--- src/rtl/core/lph_pkg.sv ---
// Shared types and constants for the linear probing hash table unit.
// No dependencies; used by every module under rtl/core.
package lph_pkg;

  localparam logic OP_INSERT = 1'b0;
  localparam logic OP_LOOKUP = 1'b1;

  localparam logic [2:0] STAT_INSERTED = 3'd0;
  localparam logic [2:0] STAT_UPDATED  = 3'd1;
  localparam logic [2:0] STAT_FULL     = 3'd2;
  localparam logic [2:0] STAT_HIT      = 3'd3;
  localparam logic [2:0] STAT_MISS     = 3'd4;

  // splitmix64 finalizer constants
  localparam logic [63:0] MIX_C1 = 64'hbf58476d1ce4e5b9;
  localparam logic [63:0] MIX_C2 = 64'h94d049bb133111eb;
  localparam int MIX_SH1 = 30;
  localparam int MIX_SH2 = 27;
  localparam int MIX_SH3 = 31;

  // queue between hash front and probe back
  localparam int QDEPTH = 4;
  localparam int QAW    = 2;
  localparam int CRED_W = 3;

  typedef struct packed {
    logic        op;
    logic [63:0] key;
    logic [63:0] val;
  } item_t;

  typedef struct packed {
    logic clearing;
    logic pop;
  } back_stat_t;

  function automatic logic [63:0] mul32(input logic [31:0] a, input logic [31:0] b);
    logic [63:0] p;
    p = {32'd0, a} * {32'd0, b};
    return p;
  endfunction

endpackage

--- src/rtl/core/lph_queue.sv ---
// Small FIFO between the hash front and the probe back.
// Uses lph_pkg for depth and the item type.
module lph_queue import lph_pkg::*; #(
  parameter int AW = 10
) (
  input  logic          clk,
  input  logic          rst_n,
  input  logic          push,
  input  item_t         push_item,
  input  logic [AW-1:0] push_pos,
  input  logic          pop,
  output logic          empty,
  output item_t         head_item,
  output logic [AW-1:0] head_pos
);

  item_t         item_q [QDEPTH];
  logic [AW-1:0] pos_q  [QDEPTH];
  logic [QAW-1:0] wp_r, rp_r;
  logic [QAW:0]   cnt_r;

  assign empty     = (cnt_r == '0);
  assign head_item = item_q[rp_r];
  assign head_pos  = pos_q[rp_r];

  always_ff @(posedge clk) begin
    if (!rst_n) begin
      wp_r  <= '0;
      rp_r  <= '0;
      cnt_r <= '0;
    end else begin
      if (push) begin
        wp_r <= wp_r + 1'b1;
      end
      if (pop) begin
        rp_r <= rp_r + 1'b1;
      end
      if (push && !pop) begin
        cnt_r <= cnt_r + 1'b1;
      end else if (!push && pop) begin
        cnt_r <= cnt_r - 1'b1;
      end
    end
  end

  always_ff @(posedge clk) begin
    if (push) begin
      item_q[wp_r] <= push_item;
      pos_q[wp_r]  <= push_pos;
    end
  end

endmodule

--- config.mk ---
export PLATFORM = sky130hd
export DESIGN_NAME = lph_queue
export DESIGN_NICKNAME = d
export VERILOG_FILES = /design/src/rtl/core/lph_pkg.sv /design/src/rtl/core/lph_queue.sv
export SDC_FILE = /design/constraint.sdc
export NUM_CORES = 1
export LEC_CHECK = 0
export ABC_AREA = 1
export BUFFER_PORTS_ARGS = -buffer_cell sky130_fd_sc_hd__buf_2
export CAP_MARGIN = 20
export CORE_AREA = 2 2 196 198
export DETAILED_ROUTE_END_ITERATION = 6
export DIE_AREA = 0 0 198 200
export PLACE_DENSITY = 0.79
export SYNTH_ARGS = -nofsm -noshare
export SYNTH_HDL_FRONTEND = slang
export SYNTH_SLANG_ARGS = --single-unit
--- constraint.sdc ---
create_clock -name clk -period 5.2 [get_ports clk]
set_clock_uncertainty 0.05 [all_clocks]
set_input_delay 0.26 -clock clk [delete_from_list [all_inputs] [get_ports clk]]
set_output_delay 0.26 -clock clk [all_outputs]
set_load 0.01 [all_outputs]
### Word-level counts from Yosys, hierarchy flattened

Memory sizes are Yosys's and may differ from the RTL's. A register that Yosys moved wholly into a read port is not among the register bits.
Cells that the tools add are included.

| storage, ports and cells | value |
|---|---|
| input port bits | 143 |
| output and inout bits | 140 |
| memories | 2 |
| logic and storage cells | 23 |
| RAM bits | 556 |
| bits in registers | 7 |
| ROM bits | 0 |
| latch bits | 0 |

Memory list:

| memory | depth | bits a word | read ports | clocked after Yosys merged registers in | wr ports | line | RTL |
|---|---|---|---|---|---|---|---|
| item_q | 4 | 129 | 1 | 1 | 1 | lph_queue.sv:17 | `item_t item_q [QDEPTH];` |
| pos_q | 4 | 10 | 1 | 1 | 1 | lph_queue.sv:18 | `logic [AW-1:0] pos_q [QDEPTH];` |

| operators by class | value |
|---|---|
| mux-type cells | 8 |
| shift-type cells | 0 |
| eq/ne operators | 0 |
| reductions and logical operators | 6 |
| bitwise logic cells | 0 |
| add/sub/neg operators | 4 |
| divide/modulo/power cells | 0 |
| magnitude comparators | 0 |
| $mul | 0 |

Operator list:

| cell | number |
|---|---|
| $mux W2 | 4 |
| $mux W3 | 2 |
| $add A2 B1 Y2 const B | 2 |
| $add A3 B1 Y3 const B | 1 |
| $logic_not A3 Y1 | 1 |
| $sub A3 B1 Y3 const B | 1 |
| $logic_and A1 B1 Y1 | 2 |
| $logic_not A1 Y1 | 2 |
| $mux W1 | 2 |
| $reduce_bool A2 Y1 | 1 |

### Depth between registers and ports, before layout

| logic depth | value |
|---|---|
| depth after elaboration | 4 |
| gate-level depth with buffers | 10 |
| depth with buffers taken out | 10 |

### Worst setup path after synthesis

No wires, ideal clock.

| timing | value |
|---|---|
| path kind | flip-flop to flip-flop |
| start | register wp_r[0] |
| end | memory item_q[2][0] (netlist name), enable pin |
| stages on the path, launching flop included | 5 |
| library setup time | 0.492 ns |
| arrival | 3.264 ns |
| setup slack | 1.395 ns |
| path buffers | 0 |
| required time | 4.658 ns |
| period minus slack after synthesis | 3.805 ns |
| cell sequence | dfxtp_1 > inv_1 > ha_1 > nand2_1 > inv_1 |

RTL lines:

| item | line | RTL |
|---|---|---|
| start, declared | lph_queue.sv:19 | `logic [QAW-1:0] wp_r, rp_r;` |
| start signal, assigned | lph_queue.sv:33 | `wp_r <= wp_r + 1'b1;` |
| end, declared | lph_queue.sv:17 |  |

Straight into the memory's write port.

==> summary.txt <==
Power and ir drop
  • Clock share of power: 0.379
  • Psw: roughly 2.3 mW
  • Maximum vdd drop: 0.0003075 V
  • Leakage power figure: 9.030 nW
  • Internal power: 7.742 mW
  • Sequential share of power: 0.526
  • Pwr dens: between 300 and 400 mW/mm²
  • Total power: ~10 mW
  • Comb power frac: 0.095
  • Switching share of power: 0.2289

Synthesis
  • Synth top area share: 0.7925
  • Ys Warns: 0
  • Cell Area, Synth: between 0.02 and 0.025 mm²
  • Synth top area cells: edfxtp_1, o21ai_0, nor2_1, o22ai_1, buf_6
  • Synth unique cells: 21
  • Syn Area/Cell: 15.04 µm²
  • Main synth FF type: edfxtp_1
  • Synth Register Bits: 565
  • Post-synth EDFFs: 556
  • Mapped Cells: 1,401
  • Post-synth ARST share: 0
  • Most common cell in the netlist: edfxtp_1
  • Syn nets: 1,550
  • Top cells by count, synth: edfxtp_1, nor2_1, o21ai_0, o22ai_1, clkbuf_1
  • Cell taking the most area after synthesis: edfxtp_1
  • Sequential element share of the synthesized area: 0.8011

Routing
  • DR pass1 iterations: 5
  • DR WL/cell: between 20 and 25 µm
  • Vias: 13,540
  • Antenna Nets Post-Route: 0
  • Post-DR vias/cell: 5.733
  • Iter 0 DRT Violations: 1,079
  • Drt drc: 0
  • Final WL: 48.93 mm

Global routing
  • GRT Overall Usage: 0.2416
  • First-pass GRT wire length: around 73 mm
  • GR Overflow Total: 0
  • Largest net degree at the start of global routing: 205
  • Initial antenna violation count: 6
  • Vias in the first global route: 13,650

Cells and area
  • Fillers: roughly 2,400
  • Net count, final: about 2,000
  • P&R area growth vs syn: 22.40%
  • Share of cells above drive strength 1: 0.2015
  • Post-layout util: 0.6895

Die
  • Core area: between 0.03 and 0.04 mm²
  • Die area: between 0.03 and 0.04 mm²
  • Starting density of the core: 0.5633
  • Die span in y: 200 µm
  • Die W: 198 µm
  • Row cnt: between 70 and 80
  • I/O Pins: roughly 280

STA
  • Fmax: 276.8 MHz
  • Slew HR: 0.2335
  • Final period demand of the worst path: roughly 3.6 ns
  • Tcrit/Tclk final: 0.6947
  • Worst-margin pin slew: ~1.1 ns
  • Final setup vio count: 0
  • RSZ-0062 raised after global routing: false
  • Max-slew violation count: 0
  • Setup TNS: 0 ns
  • Final hold vios: 0

Place
  • Gpl congestion: 0.7520
  • DP HPWL: 24.83 mm
  • Port bufs: roughly 280

Clocking
  • Clock buffer depth: 3
  • Sink Count: 565
  • Root buf cell: clkbuf_16
  • Post-CTS Setup Bufs: 0
  • Htree depth: 2
  • CTS tree: built
  • Skew-Pair Late Insertion Delay: roughly 0.60 ns
  • TritonCTS Buffers: 54
  • CTS clk-pin slew, worst paths: 0.06 ns

Min path
  • Hold Crit Class: input pin to flop

Run
  • Max Cap Viol: 0

Run status
  • Status: completed

Worst setup path
  • CP required: 4.89 ns
  • Crit end category: output pin
  • CP Class: flop to output pin
  • Max Fanout on Critical Path: about 180
  • Arrival time at the worst endpoint: about 3.3 ns
  • CP Launch Type: flop
## kinds of logic (layout without fill, tap and decap cells)
family	Yosys count	after routing	share of synthesized area
flip-flops	565	565	0.8011
buffers and inverters	108	553	0.03249
other	0	5	0
AND/OR/NAND/NOR	295	295	0.05280
adder cells (fa/ha/maj)	6	6	0.003920
AO/OA/AOI/OAI	427	427	0.1097
## sequential cells by signal (all words and copies together) (netlist names), named ones only
signal  flops
rp_r        2
wp_r        2
item_q    516
pos_q      40
cnt_r       3
## layout make-up
type | instances | area, µm² | share of cell area
repair buffers | 438 | 2950 | 0.1144
diodes | 5 | 12.51 | 0.0004852
multi-input cells | 728 | 3506 | 0.1360
flip-flops and latches | 565 | 16880 | 0.6548
clock inverters | 24 | 210.2 | 0.008152
inverters | 17 | 93.84 | 0.003639
well taps | 511 | 639.4 | 0.02479
clock buffers | 74 | 1490 | 0.05779
## critical path: stages (launching register included)
cell	delay (ns)
dfxtp_4	0.57
inv_8	0.67
buf_4	0.59
o21ai_0	0.16
o22ai_1	0.21
buf_2	0.18
## layer usage
layer / up-vias / track usage / wire, µm
met5: - / 0 / 13
met4: 2 / 0.09468 / 1119
met3: 91 / 0.05914 / 4536
met2: 649 / 0.4107 / 24740
met1: 6686 / 0.3025 / 18520
li1: 6113 / - / -
## metrics by stage
step | hold WS [ns] | instances | setup WS (ns) | area [µm²]
floorplan | 0.3089 | 1401 | 1.395 | 21070
global placement | 0.3620 | 2117 | 2.404 | 22650
global route | 0.3509 | 2362 | 1.488 | 25790
finish | 0.3651 | 2362 | 1.588 | 25790
CTS | 0.3269 | 2357 | 1.680 | 25770
detailed placement | 0.3878 | 2117 | 2.312 | 22650
## what timing repair did
item	CTS	global route
resized for setup	0	0
hold endpoints to repair	565	0
hold buffers	142	0
## final timing paths
check | startpoint | to | slack (ns) | cells past startpoint
worst max-delay path | flop | head_item[111] | 1.59 | 5
worst min-delay path | push_item[34] | item_q[2][34]$_DFFE_PP_ | 0.37 | 2
worst max register to register | wp_r[0]$_SDFFE_PN0P_ | item_q[0][125]$_DFFE_PP_ | 2.82 | 5
worst min register to register | rp_r[1]$_SDFFE_PN0P_ | flop | 0.40 | 1
## cell usage in the layout, fill, tap and decap left out, types with 7 or more instances in the layout
cell type      count
buf_4             13
inv_1             11
o21ai_0          255
clkbuf_16         57
nand2_1            9
edfxtp_1         556
clkbuf_1          17
buf_2            282
o22ai_1          139
dfxtp_1            7
clkinv_1          13
dlygate4sd3_1    142
o21ai_1           29
nor2_1           283
## power groups by stage
stage / clock [mW] / combinational (mW) / sequential [mW]
after floorplan: 0 / 0.507 / 5.36
after global placement: 0 / 0.821 / 5.36
after detailed placement: 0 / 0.849 / 5.37
after CTS: 3.82 / 0.943 / 5.28
after global routing: 4.01 / 1.03 / 5.29
final: 3.81 / 0.955 / 5.28
No activity file was read; power rests on OpenSTA's default activity.
