File: config.mk
export PLATFORM = sky130hd
export DESIGN_NAME = lph_hash_front
export DESIGN_NICKNAME = d
export VERILOG_FILES = /design/src/rtl/core/lph_pkg.sv /design/src/rtl/core/lph_hash_front.sv
export SDC_FILE = /design/constraint.sdc
export NUM_CORES = 2
export LEC_CHECK = 0
export ABC_CLOCK_PERIOD_IN_PS = 7410
export BUFFER_PORTS_ARGS = -buffer_cell sky130_fd_sc_hd__buf_2
export CAP_MARGIN = 40
export CORE_AREA = 5 5 380 382
export CTS_BUF_LIST = sky130_fd_sc_hd__clkbuf_4 sky130_fd_sc_hd__clkbuf_8
export DETAILED_ROUTE_END_ITERATION = 12
export DIE_AREA = 0 0 385 387
export PLACE_DENSITY = 0.7
export SETUP_SLACK_MARGIN = 0.4
export SYNTH_ARGS = -nofsm -noshare
export SYNTH_HDL_FRONTEND = slang
export SYNTH_SLANG_ARGS = --single-unit
File: constraint.sdc
create_clock -name clk -period 7.41 [get_ports clk]
set_input_delay 2.223 -clock clk [delete_from_list [all_inputs] [get_ports clk]]
set_output_delay 2.223 -clock clk [all_outputs]
set_load 0.03 [all_outputs]
File: src/rtl/core/lph_pkg.sv
// Shared types and constants for the linear probing hash table unit.
// No dependencies; used by every module under rtl/core.
package lph_pkg;

  localparam logic OP_INSERT = 1'b0;
  localparam logic OP_LOOKUP = 1'b1;

  localparam logic [2:0] STAT_INSERTED = 3'd0;
  localparam logic [2:0] STAT_UPDATED  = 3'd1;
  localparam logic [2:0] STAT_FULL     = 3'd2;
  localparam logic [2:0] STAT_HIT      = 3'd3;
  localparam logic [2:0] STAT_MISS     = 3'd4;

  // splitmix64 finalizer constants
  localparam logic [63:0] MIX_C1 = 64'hbf58476d1ce4e5b9;
  localparam logic [63:0] MIX_C2 = 64'h94d049bb133111eb;
  localparam int MIX_SH1 = 30;
  localparam int MIX_SH2 = 27;
  localparam int MIX_SH3 = 31;

  // queue between hash front and probe back
  localparam int QDEPTH = 4;
  localparam int QAW    = 2;
  localparam int CRED_W = 3;

  typedef struct packed {
    logic        op;
    logic [63:0] key;
    logic [63:0] val;
  } item_t;

  typedef struct packed {
    logic clearing;
    logic pop;
  } back_stat_t;

  function automatic logic [63:0] mul32(input logic [31:0] a, input logic [31:0] b);
    logic [63:0] p;
    p = {32'd0, a} * {32'd0, b};
    return p;
  endfunction

endpackage

File: src/rtl/core/lph_hash_front.sv
// Front end: accepts transactions, runs the splitmix64 mix in five stages and
// pushes item plus home slot into the queue. Uses lph_pkg.
module lph_hash_front import lph_pkg::*; #(
  parameter int AW = 10
) (
  input  logic          clk,
  input  logic          rst_n,
  input  logic          start,
  output logic          busy,
  input  logic          in_opcode,
  input  logic [63:0]   in_lookup_key,
  input  logic [63:0]   in_write_value,
  input  back_stat_t    bstat,
  output logic          push,
  output item_t         push_item,
  output logic [AW-1:0] push_pos
);

  logic              accept;
  logic [CRED_W-1:0] cred_r, cred_nxt;
  logic [4:0]        v_r;
  item_t             it_r [5];
  logic [63:0]       x1_r, x3_r;
  logic [63:0]       pl2_r, pl4_r;
  logic [31:0]       pa2_r, pb2_r, pa4_r, pb4_r;
  logic [AW-1:0]     pos5_r;
  logic [63:0]       m1, m2, x2, x4;

  // credits count items in the pipe plus the queue, so a push never overflows
  assign busy   = bstat.clearing || (cred_r == CRED_W'(QDEPTH));
  assign accept = start && !busy;

  always_comb begin
    cred_nxt = cred_r;
    if (accept && !bstat.pop) begin
      cred_nxt = cred_r + 1'b1;
    end else if (!accept && bstat.pop) begin
      cred_nxt = cred_r - 1'b1;
    end
  end

  always_ff @(posedge clk) begin
    if (!rst_n) begin
      cred_r <= '0;
      v_r    <= '0;
    end else begin
      cred_r <= cred_nxt;
      v_r    <= {v_r[3:0], accept};
    end
  end

  assign m1 = pl2_r + {pa2_r + pb2_r, 32'd0};
  assign x2 = m1 ^ (m1 >> MIX_SH2);
  assign m2 = pl4_r + {pa4_r + pb4_r, 32'd0};
  assign x4 = m2 ^ (m2 >> MIX_SH3);

  always_ff @(posedge clk) begin
    it_r[0] <= '{op: in_opcode, key: in_lookup_key, val: in_write_value};
    x1_r    <= in_lookup_key ^ (in_lookup_key >> MIX_SH1);
    // 64x64 low product as three 32x32 partial products
    it_r[1] <= it_r[0];
    pl2_r   <= mul32(x1_r[31:0], MIX_C1[31:0]);
    pa2_r   <= 32'(mul32(x1_r[31:0], MIX_C1[63:32]));
    pb2_r   <= 32'(mul32(x1_r[63:32], MIX_C1[31:0]));
    it_r[2] <= it_r[1];
    x3_r    <= x2;
    it_r[3] <= it_r[2];
    pl4_r   <= mul32(x3_r[31:0], MIX_C2[31:0]);
    pa4_r   <= 32'(mul32(x3_r[31:0], MIX_C2[63:32]));
    pb4_r   <= 32'(mul32(x3_r[63:32], MIX_C2[31:0]));
    it_r[4] <= it_r[3];
    pos5_r  <= x4[AW-1:0];
  end

  assign push      = v_r[4];
  assign push_item = it_r[4];
  assign push_pos  = pos5_r;

endmodule

# After elaboration in Yosys (flattened, before gate mapping)
# Memories as Yosys holds them, arrays and structs flattened.
# Index checks and enable logic that the tools add are counted.
totals:
  ff_bits: 330
  latchBits: 0
  mem_bits_rw: 645
  romBits: 0
  in_bits: 134
  output_inout_bits: 141
  wordCells: 38
  memories: 1
classes:
  n_addsub: 6
  multipliers: 6
  div: 0
  order_cmp: 0
  n_eq_ne: 1
  n_shift: 0
  muxes: 2
  n_bitwise: 3
  reduce_logical: 8
mem_list:
  columns: ["name", "depth", "word_bits", "rd", "rd_ports_with_merged_regs", "wr", "line_no", "text"]
  rows:
  - ["it_r", 5, 129, 5, 0, 5, "lph_hash_front.sv:22", "item_t it_r [5];"]
op_table:
  columns: ["cell", "count"]
  rows:
  - ["61-bit by 64-bit adder with 64-bit output", 1]
  - ["64-bit by 34-bit bitwise XOR with 64-bit output", 1]
  - ["64-bit by 37-bit bitwise XOR with 64-bit output", 1]
  - ["32-bit by 29-bit multiplier with 61-bit output, second input constant", 1]
  - ["41-bit adder", 1]
  - ["32-bit by 29-bit multiplier with 41-bit output, second input constant", 1]
  - ["32-bit adder", 1]
  - ["32-bit by 29-bit multiplier with 32-bit output, second input constant", 1]
  - ["32-bit by 29-bit multiplier with 9-bit output, second input constant", 1]
  - ["32-bit by 32-bit multiplier with 32-bit output, second input constant", 1]
  - ["32-bit by 32-bit multiplier with 9-bit output, second input constant", 1]
  - ["10-bit bitwise XOR", 1]
  - ["9-bit adder", 1]
  - ["3-bit two-way mux", 2]
  - ["3-bit by 1-bit adder with 3-bit output, second input constant", 1]
  - ["3-bit equality test, second input constant", 1]
  - ["1-bit logical AND", 3]
  - ["1-bit logical NOT", 3]
  - ["3-bit by 1-bit subtractor with 3-bit output, second input constant", 1]
  - ["2-bit nonzero test", 1]
  - ["1-bit logical OR", 1]

# Depth between registers and ports, before layout
depth:
  ltp_word: 8
  depth_mapped: 26
  depth_no_buf: 25

# Worst setup path after synthesis
# OpenSTA, ideal clock, no wires.
synth_path:
  kind: "flip-flop to flip-flop"
  start: "register x1_r[1]"
  end: "register pl2_r[58]"
  setup_ns: 0.136
  arrival_ns: 6.941
  t_required_ns: 7.274
  path_slack_ns: 0.333
  stages_incl_launch_ff: 26
  n_path_buf: 1
  period_less_slack_ns: 7.077
  cell_sequence: "dfxtp_1 inv_1 fa_1 inv_1 fa_1 inv_1 fa_1 fa_1 fa_1 inv_1 fa_1 fa_1 inv_1 fa_1 inv_1 ha_1 clkbuf_1 and3_1 nand2_1 or3_1 o21ai_1 a31oi_1 o21ba_2 o21a_1 o41ai_1 xor2_1"
synth_via:
  elab_chain_cells: 1
synth_rtl:
  columns: ["item", "line_no", "text"]
  rows:
  - ["from (decl)", "lph_hash_front.sv:23", "logic [63:0] x1_r, x3_r;"]
  - ["from (signal assigned)", "lph_hash_front.sv:59", "x1_r <= in_lookup_key ^ (in_lookup_key >> MIX_SH1);"]
  - ["32-bit by 29-bit multiplier with 61-bit output", "lph_pkg.sv:39", "p = {32'd0, a} * {32'd0, b};"]
  - ["to (signal assigned)", "lph_hash_front.sv:62", "pl2_r <= mul32(x1_r[31:0], MIX_C1[31:0]);"]
  - ["to (decl)", "lph_hash_front.sv:24", "logic [63:0] pl2_r, pl4_r;"]
# Every way passes these cells.
# A chain may end at the register's enable or synchronous reset.

# Final worst setup path
layout_path:
  start: "register x1_r[14]"
  end: "register pl2_r[57]"
# The elaborated chain is that of the path after synthesis.

==> flow_metrics.tcl <==
set metrics [dict create \
    register_area_mm2 0.0180 \
    reg2reg_from "x1_r[14]" \
    antenna_left 0 \
    synth.distinct_cells 69 \
    yosys.area.top_type "fa_1" \
    port_buffers 274 \
    critPathMaxFanout 4 \
    grt_antenna_before_repair 13 \
    multiInputGateArea_mm2 0.0448 \
    yosys-top-cells-count "inv_1, fa_1, ha_1, dfxtp_1, xnor2_1" \
    rsz0062_at_grt "true" \
    period_needed_ns 7.04 \
    first_pass_iters 6 \
    status "finished clean" \
    gp_congestion 1.01 \
    cp.arrival_ns 7.77 \
    fin_skew_ns 0.0486 \
    overflow 0 \
    cts_tree "yes" \
    synth_top_cell_area_share_pct 31.2 \
    nNetsFinal 9136 \
    reg2reg_depth 22 \
    yosysWarnings 0 \
    track_usage_pct 25.7 \
    vias 43600 \
    post-synth-top-count-cell "inv_1" \
    row_count 138 \
    finalHoldViolCount 0 \
    grt_start_max_net_pins 17 \
    hold-path-cell-count 0 \
    hp-start "it_r[0][498]" \
    syn_area_per_cell_um2 11.1 \
    synth-edff-count 0 \
    viasPerCell 4.93 \
    die_x_um 385 \
    path_class "reg -> reg" \
    r2r_setup_slack_ns 0.37 \
    fin_hold_ws_ns 0.295 \
    start_util_pct 49.6 \
    async_reset_ff_share_pct 0 \
    cp-start-kind "register" \
    clk_pin_slew_ns 0.06 \
    synth_cells 6308 \
    wl_per_cell_um 21.4 \
    first_iter_violations 2677 \
    hold_buffers 0 \
    drt-total-wl_um 189000 \
    placeableCoreArea_mm2 0.141 \
    cap_violations 0 \
    cp_data_required_time_ns 8.15 \
    grt_pass1_vias 46900 \
    critPathCaptureType "register" \
    synthTopCellsByArea "fa_1, dfxtp_1, ha_1" \
    grt_pass1_wl_um 284000 \
    io_pins 275 \
    cts_made_buffers 139 \
    die_area_mm2 0.149 \
    clockBufferDepth 3 \
    route.detailed.drc 0 \
    cts_max_level 4 \
    synthFlopType "dfxtp_1" \
    relSlewSlack_pct 41.5 \
    yosysSeqAreaShare_pct 25.7 \
    clk_latency_ns 0.87 \
    area_delta_synth_final_pct 12.4 \
    final-setup-viol-count 0 \
    cts_sinks 895 \
    dp_hpwl_um 166000 \
    final_max_slew_viol_count 0 \
    hold_class "reg -> reg" \
    r2r_end "pl2_r[57]" \
    synth_fp_nets 8609 \
    max_freq_ghz 0.142 \
    die_h_um 387 \
    finalSetupTns_ns 0 \
    drive_above_1_share_pct 13.5 \
    holdPathEnd "it_r[0][627]" \
    clock-root-buffer "clkbuf_8" \
    fin_crit_sh_pct 94.9 \
    fillers 12000 \
    synth-seq-cells 895 \
    worst_slew_pin_slew_ns 0.874 \
    netlist_area_mm2 0.0698 \
]
## routing by layer
layer | part of all wire, % | GRT usage, % | vias to the layer above
li1 | - | - | 20300
met4 | 3.5 | 8.16 | 2
met1 | 43 | 34.9 | 21700
met3 | 8.4 | 6.93 | 296
met2 | 45 | 40.3 | 1355
met5 | 0.0090 | 0 | -
## logic make-up after synthesis
kind of cell | share of synthesized area [%]
simple gates | 2.57
buf+inv | 11.0
mux | 0.0287
flops | 25.7
compound gates | 5.32
xor+xnor | 4.86
fa+ha+maj | 50.5
## worst max path at each step
stage / start / slack [ns] / cells past startpoint / to
floorplan: x1_r[2] / 0.39 / 25 / pl2_r[58]
global placement: x1_r[14] / 0.14 / 22 / pl2_r[59]
detailed placement: x1_r[14] / 0.05 / 22 / pl2_r[59]
CTS: x1_r[14] / 0.34 / 22 / pl2_r[59]
global route: x1_r[14] / 0.18 / 22 / pl2_r[59]
finish: x1_r[14] / 0.37 / 22 / pl2_r[57]
## cell usage in the layout (no fill, tap or decap), drive strengths merged, types with 35 or more instances in the layout
master and count:
nand3 35, clkbuf 206, buf 534, a21oi 177, nor2 99, dfxtp 895, nand2 77, xnor2 258
xor2 129, a21o 109, fa 1088, o21ai 93, inv 1783, ha 1079
## stage by stage
step | setup WS [ns] | instances | instance area (um2) | utilization, %
2_1_floorplan | 0.390 | 6308 | 69800 | -
4_1_cts | 0.336 | 8817 | 77800 | 55.3
3_5_place_dp | 0.0491 | 8559 | 74400 | 52.9
3_3_place_gp | 0.144 | 8556 | 74400 | 52.8
5_1_grt | 0.175 | 8835 | 78500 | 55.8
6_report | 0.374 | 8836 | 78500 | 55.8
## timing repair
action,in CTS,in global routing
setup endpoints to repair,25,34
resized for setup,44,123
setup buffers,9,16
pin swaps,9,25
## critical path: stages, from the launching register on
cell and delay [ns]:
dfxtp_4 0.42, clkinvlp_4 0.17, fa_1 0.54, inv_2 0.05, fa_1 0.52, inv_1 0.06
fa_1 0.47, fa_1 0.53, fa_1 0.52, fa_1 0.50, inv_1 0.05, fa_1 0.52
ha_4 0.22, ha_4 0.28, nand3_4 0.08, or4_4 0.54, or4_4 0.53, o32a_1 0.17
o21a_2 0.14, a311oi_2 0.31, o21a_1 0.15, nor2_1 0.04, xnor2_1 0.13
## layout make-up
| cell class | count | share of cell area [%] |
|---|---|---|
| Antenna cell | 3 | 0.00956 |
| Sequential cell | 895 | 22.9 |
| Clock buffer | 206 | 3.29 |
| Multi-Input combinational cell | 3493 | 57.1 |
| Timing Repair Buffer | 534 | 4.42 |
| Clock inverter | 43 | 0.770 |
| Inverter | 1772 | 8.48 |
| Tap cell | 1890 | 3.01 |
## state kept, by name, indices dropped and copies added (netlist names)
| register | count |
|---|---|
| it_r | 615 |
| x1_r | 63 |
| pl2_r | 59 |
| x3_r | 41 |
| pa2_r | 32 |
| pb2_r | 32 |
| pl4_r | 17 |
| push_pos | 10 |
| pa4_r | 9 |
| pb4_r | 9 |
| v_r | 5 |
| cred_r | 3 |
Power is not shown: default switching activity piles up to over one toggle a cycle in this logic, so the estimate is an artifact.
